$ cat src/hw/rtl/lgsc_pkg.sv
// Shared constants and types for the custom glyph slot cache.
// No dependencies; used by lgsc_slot_table and the top level.
`default_nettype none

package lgsc_pkg;

    // Number of custom glyph slots on the display controller (1 to 8)
    localparam int SLOT_COUNT = 8;
    localparam int SLOT_W     = (SLOT_COUNT > 1) ? $clog2(SLOT_COUNT) : 1;

    localparam int CODE_W     = 8;
    localparam int COL_W      = 8;
    localparam int ROW_W      = 2;
    localparam int FONT_COLS  = 5;
    localparam int GLYPH_ROWS = 8;
    localparam int GLYPH_W    = FONT_COLS * GLYPH_ROWS;

    // First custom glyph code
    localparam logic [CODE_W-1:0] CUSTOM_BASE = 8'h80;

    // Reset value of the glyph count register
    localparam logic [CODE_W-1:0] GLYPH_COUNT_RST = 8'd64;

    typedef enum logic {
        WK_DIRECT = 1'b0,
        WK_CUSTOM = 1'b1
    } t_write_kind;

    // Lookup request towards the slot table
    typedef struct packed {
        logic              commit;  // item leaves the input register as a custom write
        logic [CODE_W-1:0] code;
    } t_slot_req;

    // Lookup answer from the slot table
    typedef struct packed {
        logic              hit;
        logic [SLOT_W-1:0] slot;
    } t_slot_rsp;

endpackage

`default_nettype wire

$ cat src/hw/rtl/lgsc_slot_table.sv
// Slot code table with lowest-match lookup and round-robin replacement.
// Depends on lgsc_pkg.
`default_nettype none

module lgsc_slot_table (
    input  wire logic               i_clk,
    input  wire logic               i_rst_n,
    input  wire lgsc_pkg::t_slot_req i_req,
    output lgsc_pkg::t_slot_rsp     o_rsp
);

    logic [lgsc_pkg::CODE_W-1:0] r_slot_codes [lgsc_pkg::SLOT_COUNT];
    logic [lgsc_pkg::SLOT_W-1:0] r_next_slot;
    logic [lgsc_pkg::SLOT_W-1:0] n_next_slot;
    logic [lgsc_pkg::SLOT_COUNT-1:0] match;
    logic [lgsc_pkg::SLOT_W-1:0] hit_slot;

    always_comb begin
        for (int i = 0; i < lgsc_pkg::SLOT_COUNT; i++) begin
            match[i] = (r_slot_codes[i] == i_req.code);
        end
    end

    // lowest matching slot wins
    always_comb begin
        hit_slot = '0;
        for (int i = lgsc_pkg::SLOT_COUNT - 1; i >= 0; i--) begin
            if (match[i]) begin
                hit_slot = lgsc_pkg::SLOT_W'(i);
            end
        end
    end

    always_comb begin
        if (r_next_slot == lgsc_pkg::SLOT_W'(lgsc_pkg::SLOT_COUNT - 1)) begin
            n_next_slot = '0;
        end else begin
            n_next_slot = r_next_slot + 1'b1;
        end
    end

    assign o_rsp.hit  = |match;
    assign o_rsp.slot = (|match) ? hit_slot : r_next_slot;

    always_ff @(posedge i_clk) begin
        if (!i_rst_n) begin
            for (int i = 0; i < lgsc_pkg::SLOT_COUNT; i++) begin
                r_slot_codes[i] <= '0;
            end
            r_next_slot <= '0;
        end else if (i_req.commit && !(|match)) begin
            r_slot_codes[r_next_slot] <= i_req.code;
            r_next_slot               <= n_next_slot;
        end
    end

    // a committed code is held in the slot that was reported for it
    a_commit_stored: assert property (@(posedge i_clk) disable iff (!i_rst_n)
        i_req.commit |=> r_slot_codes[$past(o_rsp.slot)] == $past(i_req.code))
        else $error("committed code not found in its slot");

    // pointer moves only on a miss
    a_ptr_on_miss: assert property (@(posedge i_clk) disable iff (!i_rst_n)
        !(i_req.commit && !o_rsp.hit) |=> r_next_slot == $past(r_next_slot))
        else $error("replacement pointer moved without a miss");

    // a hit never points at the replacement pointer unless that slot really matches
    a_hit_valid: assert property (@(posedge i_clk) disable iff (!i_rst_n)
        o_rsp.hit |-> r_slot_codes[o_rsp.slot] == i_req.code)
        else $error("hit reported on a slot that does not match");

endmodule

`default_nettype wire

$ cat src/hw/rtl/lcd_custom_glyph_slot_cache_core.sv
// Top level of the custom glyph slot cache: input register, classify and
// transpose logic, result register. Depends on lgsc_pkg and lgsc_slot_table.
`default_nettype none

// One character per transfer in, one display write per transfer out. Codes
// from 0x80 up to (not including) 0x80 + glyph count are custom glyphs: they
// are looked up in an 8-entry slot table (lowest matching slot wins, a miss
// replaces the slot under a round-robin pointer) and come out as a custom
// write carrying the slot number and the glyph bitmap transposed from the
// five font columns (row r bit k = column k bit 7-r). Every other code is a
// direct write with zero glyph rows. Throughput is one character per clock
// while the sink does not stall. The character is captured in the input
// register and then moves into the result register; the slot lookup and
// table update happen on that move. The result register lets a new
// character in while a finished write is still held by a stalled sink.
// The glyph count register is written through i_cfg_we/i_cfg_wdata and
// resets to 64; write it only while no character is in flight. The slot
// table is cleared by reset, so there is no start-up delay.
module lcd_custom_glyph_slot_cache_core (
    input  wire logic                           i_clk,
    input  wire logic                           i_rst_n,
    // configuration
    input  wire logic                           i_cfg_we,
    input  wire logic [lgsc_pkg::CODE_W-1:0]    i_cfg_wdata,
    // character input
    input  wire logic                           i_in_valid,
    output logic                                o_in_stall,
    input  wire logic [lgsc_pkg::CODE_W-1:0]    i_char_code,
    input  wire logic [lgsc_pkg::COL_W-1:0]     i_cursor_col,
    input  wire logic [lgsc_pkg::ROW_W-1:0]     i_cursor_row,
    input  wire logic [lgsc_pkg::GLYPH_W-1:0]   i_glyph_columns,
    // display write output
    output logic                                o_out_valid,
    input  wire logic                           i_out_stall,
    output logic                                o_write_kind,
    output logic [lgsc_pkg::CODE_W-1:0]         o_display_code,
    output logic [lgsc_pkg::COL_W-1:0]          o_out_col,
    output logic [lgsc_pkg::ROW_W-1:0]          o_out_row,
    output logic [lgsc_pkg::GLYPH_W-1:0]        o_glyph_rows
);

    // glyph count register
    logic [lgsc_pkg::CODE_W-1:0]  r_glyph_count;

    // input register
    logic                         r_in_valid;
    logic [lgsc_pkg::CODE_W-1:0]  r_in_code;
    logic [lgsc_pkg::COL_W-1:0]   r_in_col;
    logic [lgsc_pkg::ROW_W-1:0]   r_in_row;
    logic [lgsc_pkg::GLYPH_W-1:0] r_in_cols;

    // result register
    logic                         r_out_valid;
    lgsc_pkg::t_write_kind        r_out_kind;
    logic [lgsc_pkg::CODE_W-1:0]  r_out_code;
    logic [lgsc_pkg::COL_W-1:0]   r_out_col;
    logic [lgsc_pkg::ROW_W-1:0]   r_out_row;
    logic [lgsc_pkg::GLYPH_W-1:0] r_out_rows;

    logic                         advance;     // input register moves into result register
    logic                         in_xfer;
    logic                         is_custom;
    logic [lgsc_pkg::CODE_W:0]    code_limit;  // 9 bits: no wrap on large counts
    lgsc_pkg::t_slot_req          slot_req;
    lgsc_pkg::t_slot_rsp          slot_rsp;
    lgsc_pkg::t_write_kind        n_out_kind;
    logic [lgsc_pkg::CODE_W-1:0]  n_out_code;
    logic [lgsc_pkg::GLYPH_W-1:0] glyph_t;
    logic [lgsc_pkg::GLYPH_W-1:0] n_out_rows;

    assign advance    = r_in_valid && (!r_out_valid || !i_out_stall);
    assign o_in_stall = r_in_valid && !advance;
    assign in_xfer    = i_in_valid && !o_in_stall;

    // custom range check, 0x80 <= code < 0x80 + count
    assign code_limit = {1'b0, lgsc_pkg::CUSTOM_BASE} + {1'b0, r_glyph_count};
    assign is_custom  = (r_in_code >= lgsc_pkg::CUSTOM_BASE)
                      && ({1'b0, r_in_code} < code_limit);

    assign slot_req.commit = advance && is_custom;
    assign slot_req.code   = r_in_code;

    lgsc_slot_table u_slot_table (
        .i_clk   (i_clk),
        .i_rst_n (i_rst_n),
        .i_req   (slot_req),
        .o_rsp   (slot_rsp)
    );

    // column-major font bytes to row-major glyph: pure wiring
    always_comb begin
        for (int r = 0; r < lgsc_pkg::GLYPH_ROWS; r++) begin
            for (int k = 0; k < lgsc_pkg::FONT_COLS; k++) begin
                glyph_t[lgsc_pkg::FONT_COLS*r + k] = r_in_cols[8*k + (7 - r)];
            end
        end
    end

    always_comb begin
        if (is_custom) begin
            n_out_kind = lgsc_pkg::WK_CUSTOM;
            n_out_code = {{(lgsc_pkg::CODE_W - lgsc_pkg::SLOT_W){1'b0}}, slot_rsp.slot};
            n_out_rows = glyph_t;
        end else begin
            n_out_kind = lgsc_pkg::WK_DIRECT;
            n_out_code = r_in_code;
            n_out_rows = '0;
        end
    end

    // control state
    always_ff @(posedge i_clk) begin
        if (!i_rst_n) begin
            r_glyph_count <= lgsc_pkg::GLYPH_COUNT_RST;
            r_in_valid    <= 1'b0;
            r_out_valid   <= 1'b0;
        end else begin
            if (i_cfg_we) begin
                r_glyph_count <= i_cfg_wdata;
            end
            if (in_xfer) begin
                r_in_valid <= 1'b1;
            end else if (advance) begin
                r_in_valid <= 1'b0;
            end
            if (advance) begin
                r_out_valid <= 1'b1;
            end else if (!i_out_stall) begin
                r_out_valid <= 1'b0;
            end
        end
    end

    // payload
    always_ff @(posedge i_clk) begin
        if (in_xfer) begin
            r_in_code <= i_char_code;
            r_in_col  <= i_cursor_col;
            r_in_row  <= i_cursor_row;
            r_in_cols <= i_glyph_columns;
        end
        if (advance) begin
            r_out_kind <= n_out_kind;
            r_out_code <= n_out_code;
            r_out_col  <= r_in_col;
            r_out_row  <= r_in_row;
            r_out_rows <= n_out_rows;
        end
    end

    assign o_out_valid    = r_out_valid;
    assign o_write_kind   = r_out_kind;
    assign o_display_code = r_out_code;
    assign o_out_col      = r_out_col;
    assign o_out_row      = r_out_row;
    assign o_glyph_rows   = r_out_rows;

    // the input side only stalls while it holds a character
    a_stall_needs_item: assert property (@(posedge i_clk) disable iff (!i_rst_n)
        o_in_stall |-> r_in_valid)
        else $error("input stalled with empty input register");

    // direct writes carry no bitmap
    a_direct_no_rows: assert property (@(posedge i_clk) disable iff (!i_rst_n)
        (r_out_valid && r_out_kind == lgsc_pkg::WK_DIRECT) |-> r_out_rows == '0)
        else $error("direct write with non-zero glyph rows");

    // custom writes always name an existing slot
    a_custom_slot_range: assert property (@(posedge i_clk) disable iff (!i_rst_n)
        (r_out_valid && r_out_kind == lgsc_pkg::WK_CUSTOM)
            |-> r_out_code < lgsc_pkg::CODE_W'(lgsc_pkg::SLOT_COUNT))
        else $error("custom write with slot out of range");

endmodule

`default_nettype wire
$ cat config.mk
export PLATFORM = sky130hd
export DESIGN_NAME = lcd_custom_glyph_slot_cache_core
export DESIGN_NICKNAME = d
export VERILOG_FILES = /design/src/hw/rtl/lgsc_pkg.sv /design/src/hw/rtl/lgsc_slot_table.sv /design/src/hw/rtl/lcd_custom_glyph_slot_cache_core.sv
export SDC_FILE = /design/constraint.sdc
export NUM_CORES = 1
export LEC_CHECK = 0
export BUFFER_PORTS_ARGS = -buffer_cell sky130_fd_sc_hd__buf_2
export CAP_MARGIN = 10
export CORE_ASPECT_RATIO = 0.8
export CORE_MARGIN = 4
export CORE_UTILIZATION = 35
export DETAILED_ROUTE_END_ITERATION = 6
export MAX_ROUTING_LAYER = met4
export SETUP_SLACK_MARGIN = 0.1
export SYNTH_ARGS = -nofsm -noshare
export SYNTH_HDL_FRONTEND = slang
export SYNTH_HIERARCHICAL = 1
export SYNTH_SLANG_ARGS = --single-unit
$ cat constraint.sdc
create_clock -name i_clk -period 16.9 [get_ports i_clk]
set_clock_uncertainty 0.2 [all_clocks]
set_input_delay 4.225 -clock i_clk [delete_from_list [all_inputs] [get_ports i_clk]]
set_output_delay 4.225 -clock i_clk [all_outputs]
set_load 0.05 [all_outputs]
# Yosys cells after proc, flatten, opt, wreduce, memory -nomap -nowiden
# Memory sizes are Yosys's and may differ from the RTL's.
# Cells that the tools add are included.
# totals
word_cells	67
reg_bits	130
mem_count	1
out_inout_bits	61
ramBits	64
# op_classes
n_reduce_logical	15
n_mux	23
n_eq_ne	10
n_addsub	2
n_lt_le_gt_ge	2
# mem_list
name	words	width	rd	rd_ports_with_merged_regs	write_ports	line	text
u_slot_table.r_slot_codes	8	8	8	0	8	lgsc_slot_table.sv:12	logic [lgsc_pkg::CODE_W-1:0] r_slot_codes [lgsc_pkg::SLOT_COUNT];
# op_table
cell	count
8-bit equality test	8
3-bit 2-to-1 mux	12
8-bit OR reduction	2
1-bit 2-to-1 mux	10
8-bit by 8-bit adder with 9-bit output (first input constant)	1
8-bit by 9-bit < comparator with 1-bit output	1
8-bit >= comparator (second input constant)	1
8-bit 2-to-1 mux	1
1-bit logical AND	6
1-bit zero test	5
3-bit by 1-bit adder with 3-bit output (second input constant)	1
3-bit equality test (second input constant)	1
2-bit by 1-bit inequality test with 1-bit output (second input constant)	1
2-bit nonzero test	1
1-bit logical OR	1

# Logic depth before layout (Yosys ltp)
# An unclocked memory read counts as a cell.
# depth
word_depth	12
mapped_depth	14
ltp_nobuf	11

# Modules after synthesis
# The synthesis kept the hierarchy.
# modules_own_cells
mod	instances	area_each_um2	cells_each
lcd_custom_glyph_slot_cache_core	1	4459.3	234
lgsc_slot_table	1	3430.8	294

# Worst setup path after synthesis
# OpenSTA, ideal clock, no wires.
# synth_path
path_kind	input port to flip-flop
startpoint	input port i_out_stall
endpoint	memory u_slot_table/r_slot_codes[0][0] in the netlist's numbering, enable pin
cell_stages	5
path_slack_ns	6.032
n_path_buf	0
required_time_ns	16.316
arrival_ns	10.284
path_cell_list	a21boi_0 > and2_1 > nor2b_1 > nand4b_2 > o21ai_0
# synth_rtl
item	line	text
from (decl)	lcd_custom_glyph_slot_cache_core.sv:34	input wire logic i_out_stall,
to (decl)	lgsc_slot_table.sv:12	

# Worst setup path in the final report
# layout_path
startpoint	input port i_out_stall
endpoint	output port o_in_stall
# layout_via
elab_chain_len	5
# layout_rtl
item	line	text
1-bit zero test	n/a	
1-bit logical OR	lcd_custom_glyph_slot_cache_core.sv:71	assign advance = r_in_valid && (!r_out_valid || !i_out_stall);
1-bit logical AND	lcd_custom_glyph_slot_cache_core.sv:71	
1-bit zero test	lcd_custom_glyph_slot_cache_core.sv:72	assign o_in_stall = r_in_valid && !advance;
1-bit logical AND	lcd_custom_glyph_slot_cache_core.sv:72	
to (decl)	lcd_custom_glyph_slot_cache_core.sv:27	output logic o_in_stall,
# No other way between the ends.

==> key figures <==
Status
  • Outcome: completed

Final layout
  • Final core utilization: 0.430
  • N_diodes: 0
  • Layout cells sized above 1: 0.268
  • Nets: 738
  • Commonest cells after routing, fill and taps aside: edfxtp_1, buf_2, nor2_1
  • P&R area growth vs syn: 19.2%
  • Most common cell after layout, fill and taps aside: edfxtp_1
  • Final instance area: 9400 um2

Routing
  • Average routed wire per standard cell: 17.7 um
  • Initial DRC count: 331
  • DRC Markers: 0
  • WL met3: 882 um
  • Max Used Layer: met4
  • 1st-pass router iterations: 4
  • Vias after detailed routing: 4498
  • Vias/cell: 4.63
  • Post-route ant nets: 0
  • Met1 wire length: 7990 um
  • Routed WL: 17200 um
  • Met2 WL: 8090 um

Timing
  • Fin Setup TNS: 0 ps
  • # setup viols final: 0
  • Tcrit/Tclk final: 0.552
  • Crit path time final: 9330 ps
  • Slew Viols, Final: 0
  • Final Hold Fails: 0
  • Worst Tran Pin Value: 1140 ps
  • Max Clk Rate: 107 MHz
  • RSZ-0062 raised after global routing: no
  • Slew headroom: 0.235

Floorplan
  • Core area: 21900 um2
  • Die span in x: 176 um
  • Die area: 25000 um2
  • Height of the die: 142 um
  • Io pins: 132
  • Starting Density: 0.361
  • Site Rows: 48

CTS
  • CTS clock-pin slew for the worst setup and hold paths: 80 ps
  • H-tree Lvls: 4
  • Hold buffer count at CTS: 0
  • Clk sinks: 194
  • Post-CTS resize count: 0
  • Cts bufs inserted: 17
  • CTS tree: yes
  • Clk buf depth: 2
  • Postcts setup bufs: 0
  • Worst-Skew Late Latency: 430 ps
  • Root Driver: clkbuf_16

Power and ir drop
  • Pleak: 3.47 nW
  • Pint: 800 uW
  • Combinational power share: 0.093
  • PwrDens: 115 nW/um2
  • Clock network fraction of total power: 0.380
  • Total power: 1.08 mW
  • Sw frac: 0.258
  • Sequential power share: 0.527
  • Net Sw Power: 278 uW
  • Maximum vdd ir drop: 0.0622 mV

Critical path
  • Crit path capture: o_in_stall
  • Worst Setup SP: i_out_stall
  • Critical path endpoint category: output port
  • R2r setup slk: 12410 ps
  • Worst endpoint required time: 12480 ps
  • WS Path Type: input pin to output port
  • Worst R2R Start: r_in_code[1]
  • Critical R2R Capture: u_slot_table/r_slot_codes[4][5]
  • Worst r2r path cells: 8
  • Data arrival, critical path: 4900 ps
  • Worst setup SP type: input pin
  • Maximum fanout along the worst path: 3

Yosys
  • Top cell type's share of synthesized area: 0.689
  • Area contributors post-synth: edfxtp_1, xnor2_1, nor2_1
  • Post-synth EDFFs: 181
  • Synth cell types: 44
  • Syn_area_per_cell: 14.9 um2
  • Synth area leader: edfxtp_1
  • Flops & latches, synth: 194
  • Register area share after synthesis: 0.722
  • Synthesized cell area: 7890 um2
  • Synthesized instance count: 528
  • Top_reg_cell synth: edfxtp_1
  • Ys async rst share: 0
  • Synthesized Nets: 607
  • Synth warn: 6

Place
  • Placed instance area: 8790 um2
  • PortBufs: 131
  • Gpl congestion: 0.768
  • DP Wirelength: 11800 um

Global route
  • Vias in the first global route: 4704
  • Grt ovf: 0
  • First-pass GRT wire length: 26200 um
  • Initial antenna violation count: 0
  • Largest net degree at the start of global routing: 61
  • GRT Total Usage: 0.142

Flow run
  • Max cap viols: 0

Hold path
  • Worst Hold Class: register to register
  • Hold path depth: 0
  • Critical hold path startpoint: r_in_row[1]
## stage by stage
| stage | cells | worst slack, ps | hold WS, ps |
|---|---|---|---|
| 2_1_floorplan | 528 | 6030 | 200 |
| 3_3_place_gp | 940 | 7590 | 201 |
| 3_5_place_dp | 940 | 7580 | 205 |
| 4_1_cts | 972 | 7570 | 225 |
| 5_1_grt | 972 | 7530 | 235 |
| 6_report | 972 | 7570 | 223 |
## final cells by class
cell class	count	area (um2)
clock buffers	17	425
repair buffers	134	678
clock inverters	15	190
well taps	300	375
flip-flops and latches	194	5700
fillers	2010	12500
inverters	13	48.8
multi-input cells	299	1990
## routing by layer
metal | vias to the layer above | track usage
li1 | 2123 | -
met2 | 140 | 0.220
met5 | - | -
met4 | 0 | 0.0422
met3 | 21 | 0.0340
met1 | 2214 | 0.189
## logic make-up (layout without fill, tap and decap cells)
family	count (synthesis)	after routing	share of synthesized area
AOI/OAI and AO/OA	27	27	0.0252
xor gates and xnor gates	64	64	0.0710
adders and majority gates	8	8	0.0127
buffers and inverters	35	179	0.0293
DFF	194	194	0.722
muxes	13	13	0.0170
and+or+nand+nor	187	187	0.123
## synthesized netlist by cell type (3+ instances only)
master and instances:
a21oi_1 4, and2_1 42, buf_6 11, clkbuf_1 3, clkbuf_2 3, dfxtp_1 13
edfxtp_1 181, ha_1 8, inv_1 13, mux2i_1 10, nand2_1 27, nand3_1 3
nand4_1 12, nor2_1 77, nor2b_1 11, nor4_1 4, o21ai_0 9, xnor2_1 48
xor2_1 16
## flip-flops by register name, indices dropped and copies added, names as in the netlist, 2 cells and up
name and cells:
r_glyph_count 8, o_out_row 2, u_slot_table/r_slot_codes 64, r_in_cols 40, r_in_row 2, r_in_code 8
r_in_col 8, o_out_col 8, u_slot_table/r_next_slot 3, o_display_code 8, o_glyph_rows 40
## power groups by stage
stage                     combinational (mW)  clock [mW]  sequential (mW)
after floorplan                       0.0493           0            0.602
after global placement                0.0985           0            0.579
final                                  0.100       0.409            0.568
after global routing                   0.108       0.440            0.571
after CTS                              0.102       0.419            0.569
after detailed placement               0.102           0            0.579
## worst max-delay path, stage by stage
cell and delay, ps:
buf_2 120, and3_1 260, buf_2 300
## how the worst min path moves through the flow
| stage | end |
|---|---|
| after floorplan | o_out_col[0] |
| final | o_out_row[1] |
| after detailed placement | o_out_col[7] |
| after CTS | o_out_row[1] |
| after global routing | o_out_row[1] |
| after global placement | o_out_col[5] |
(Power assumes the default switching activity.)
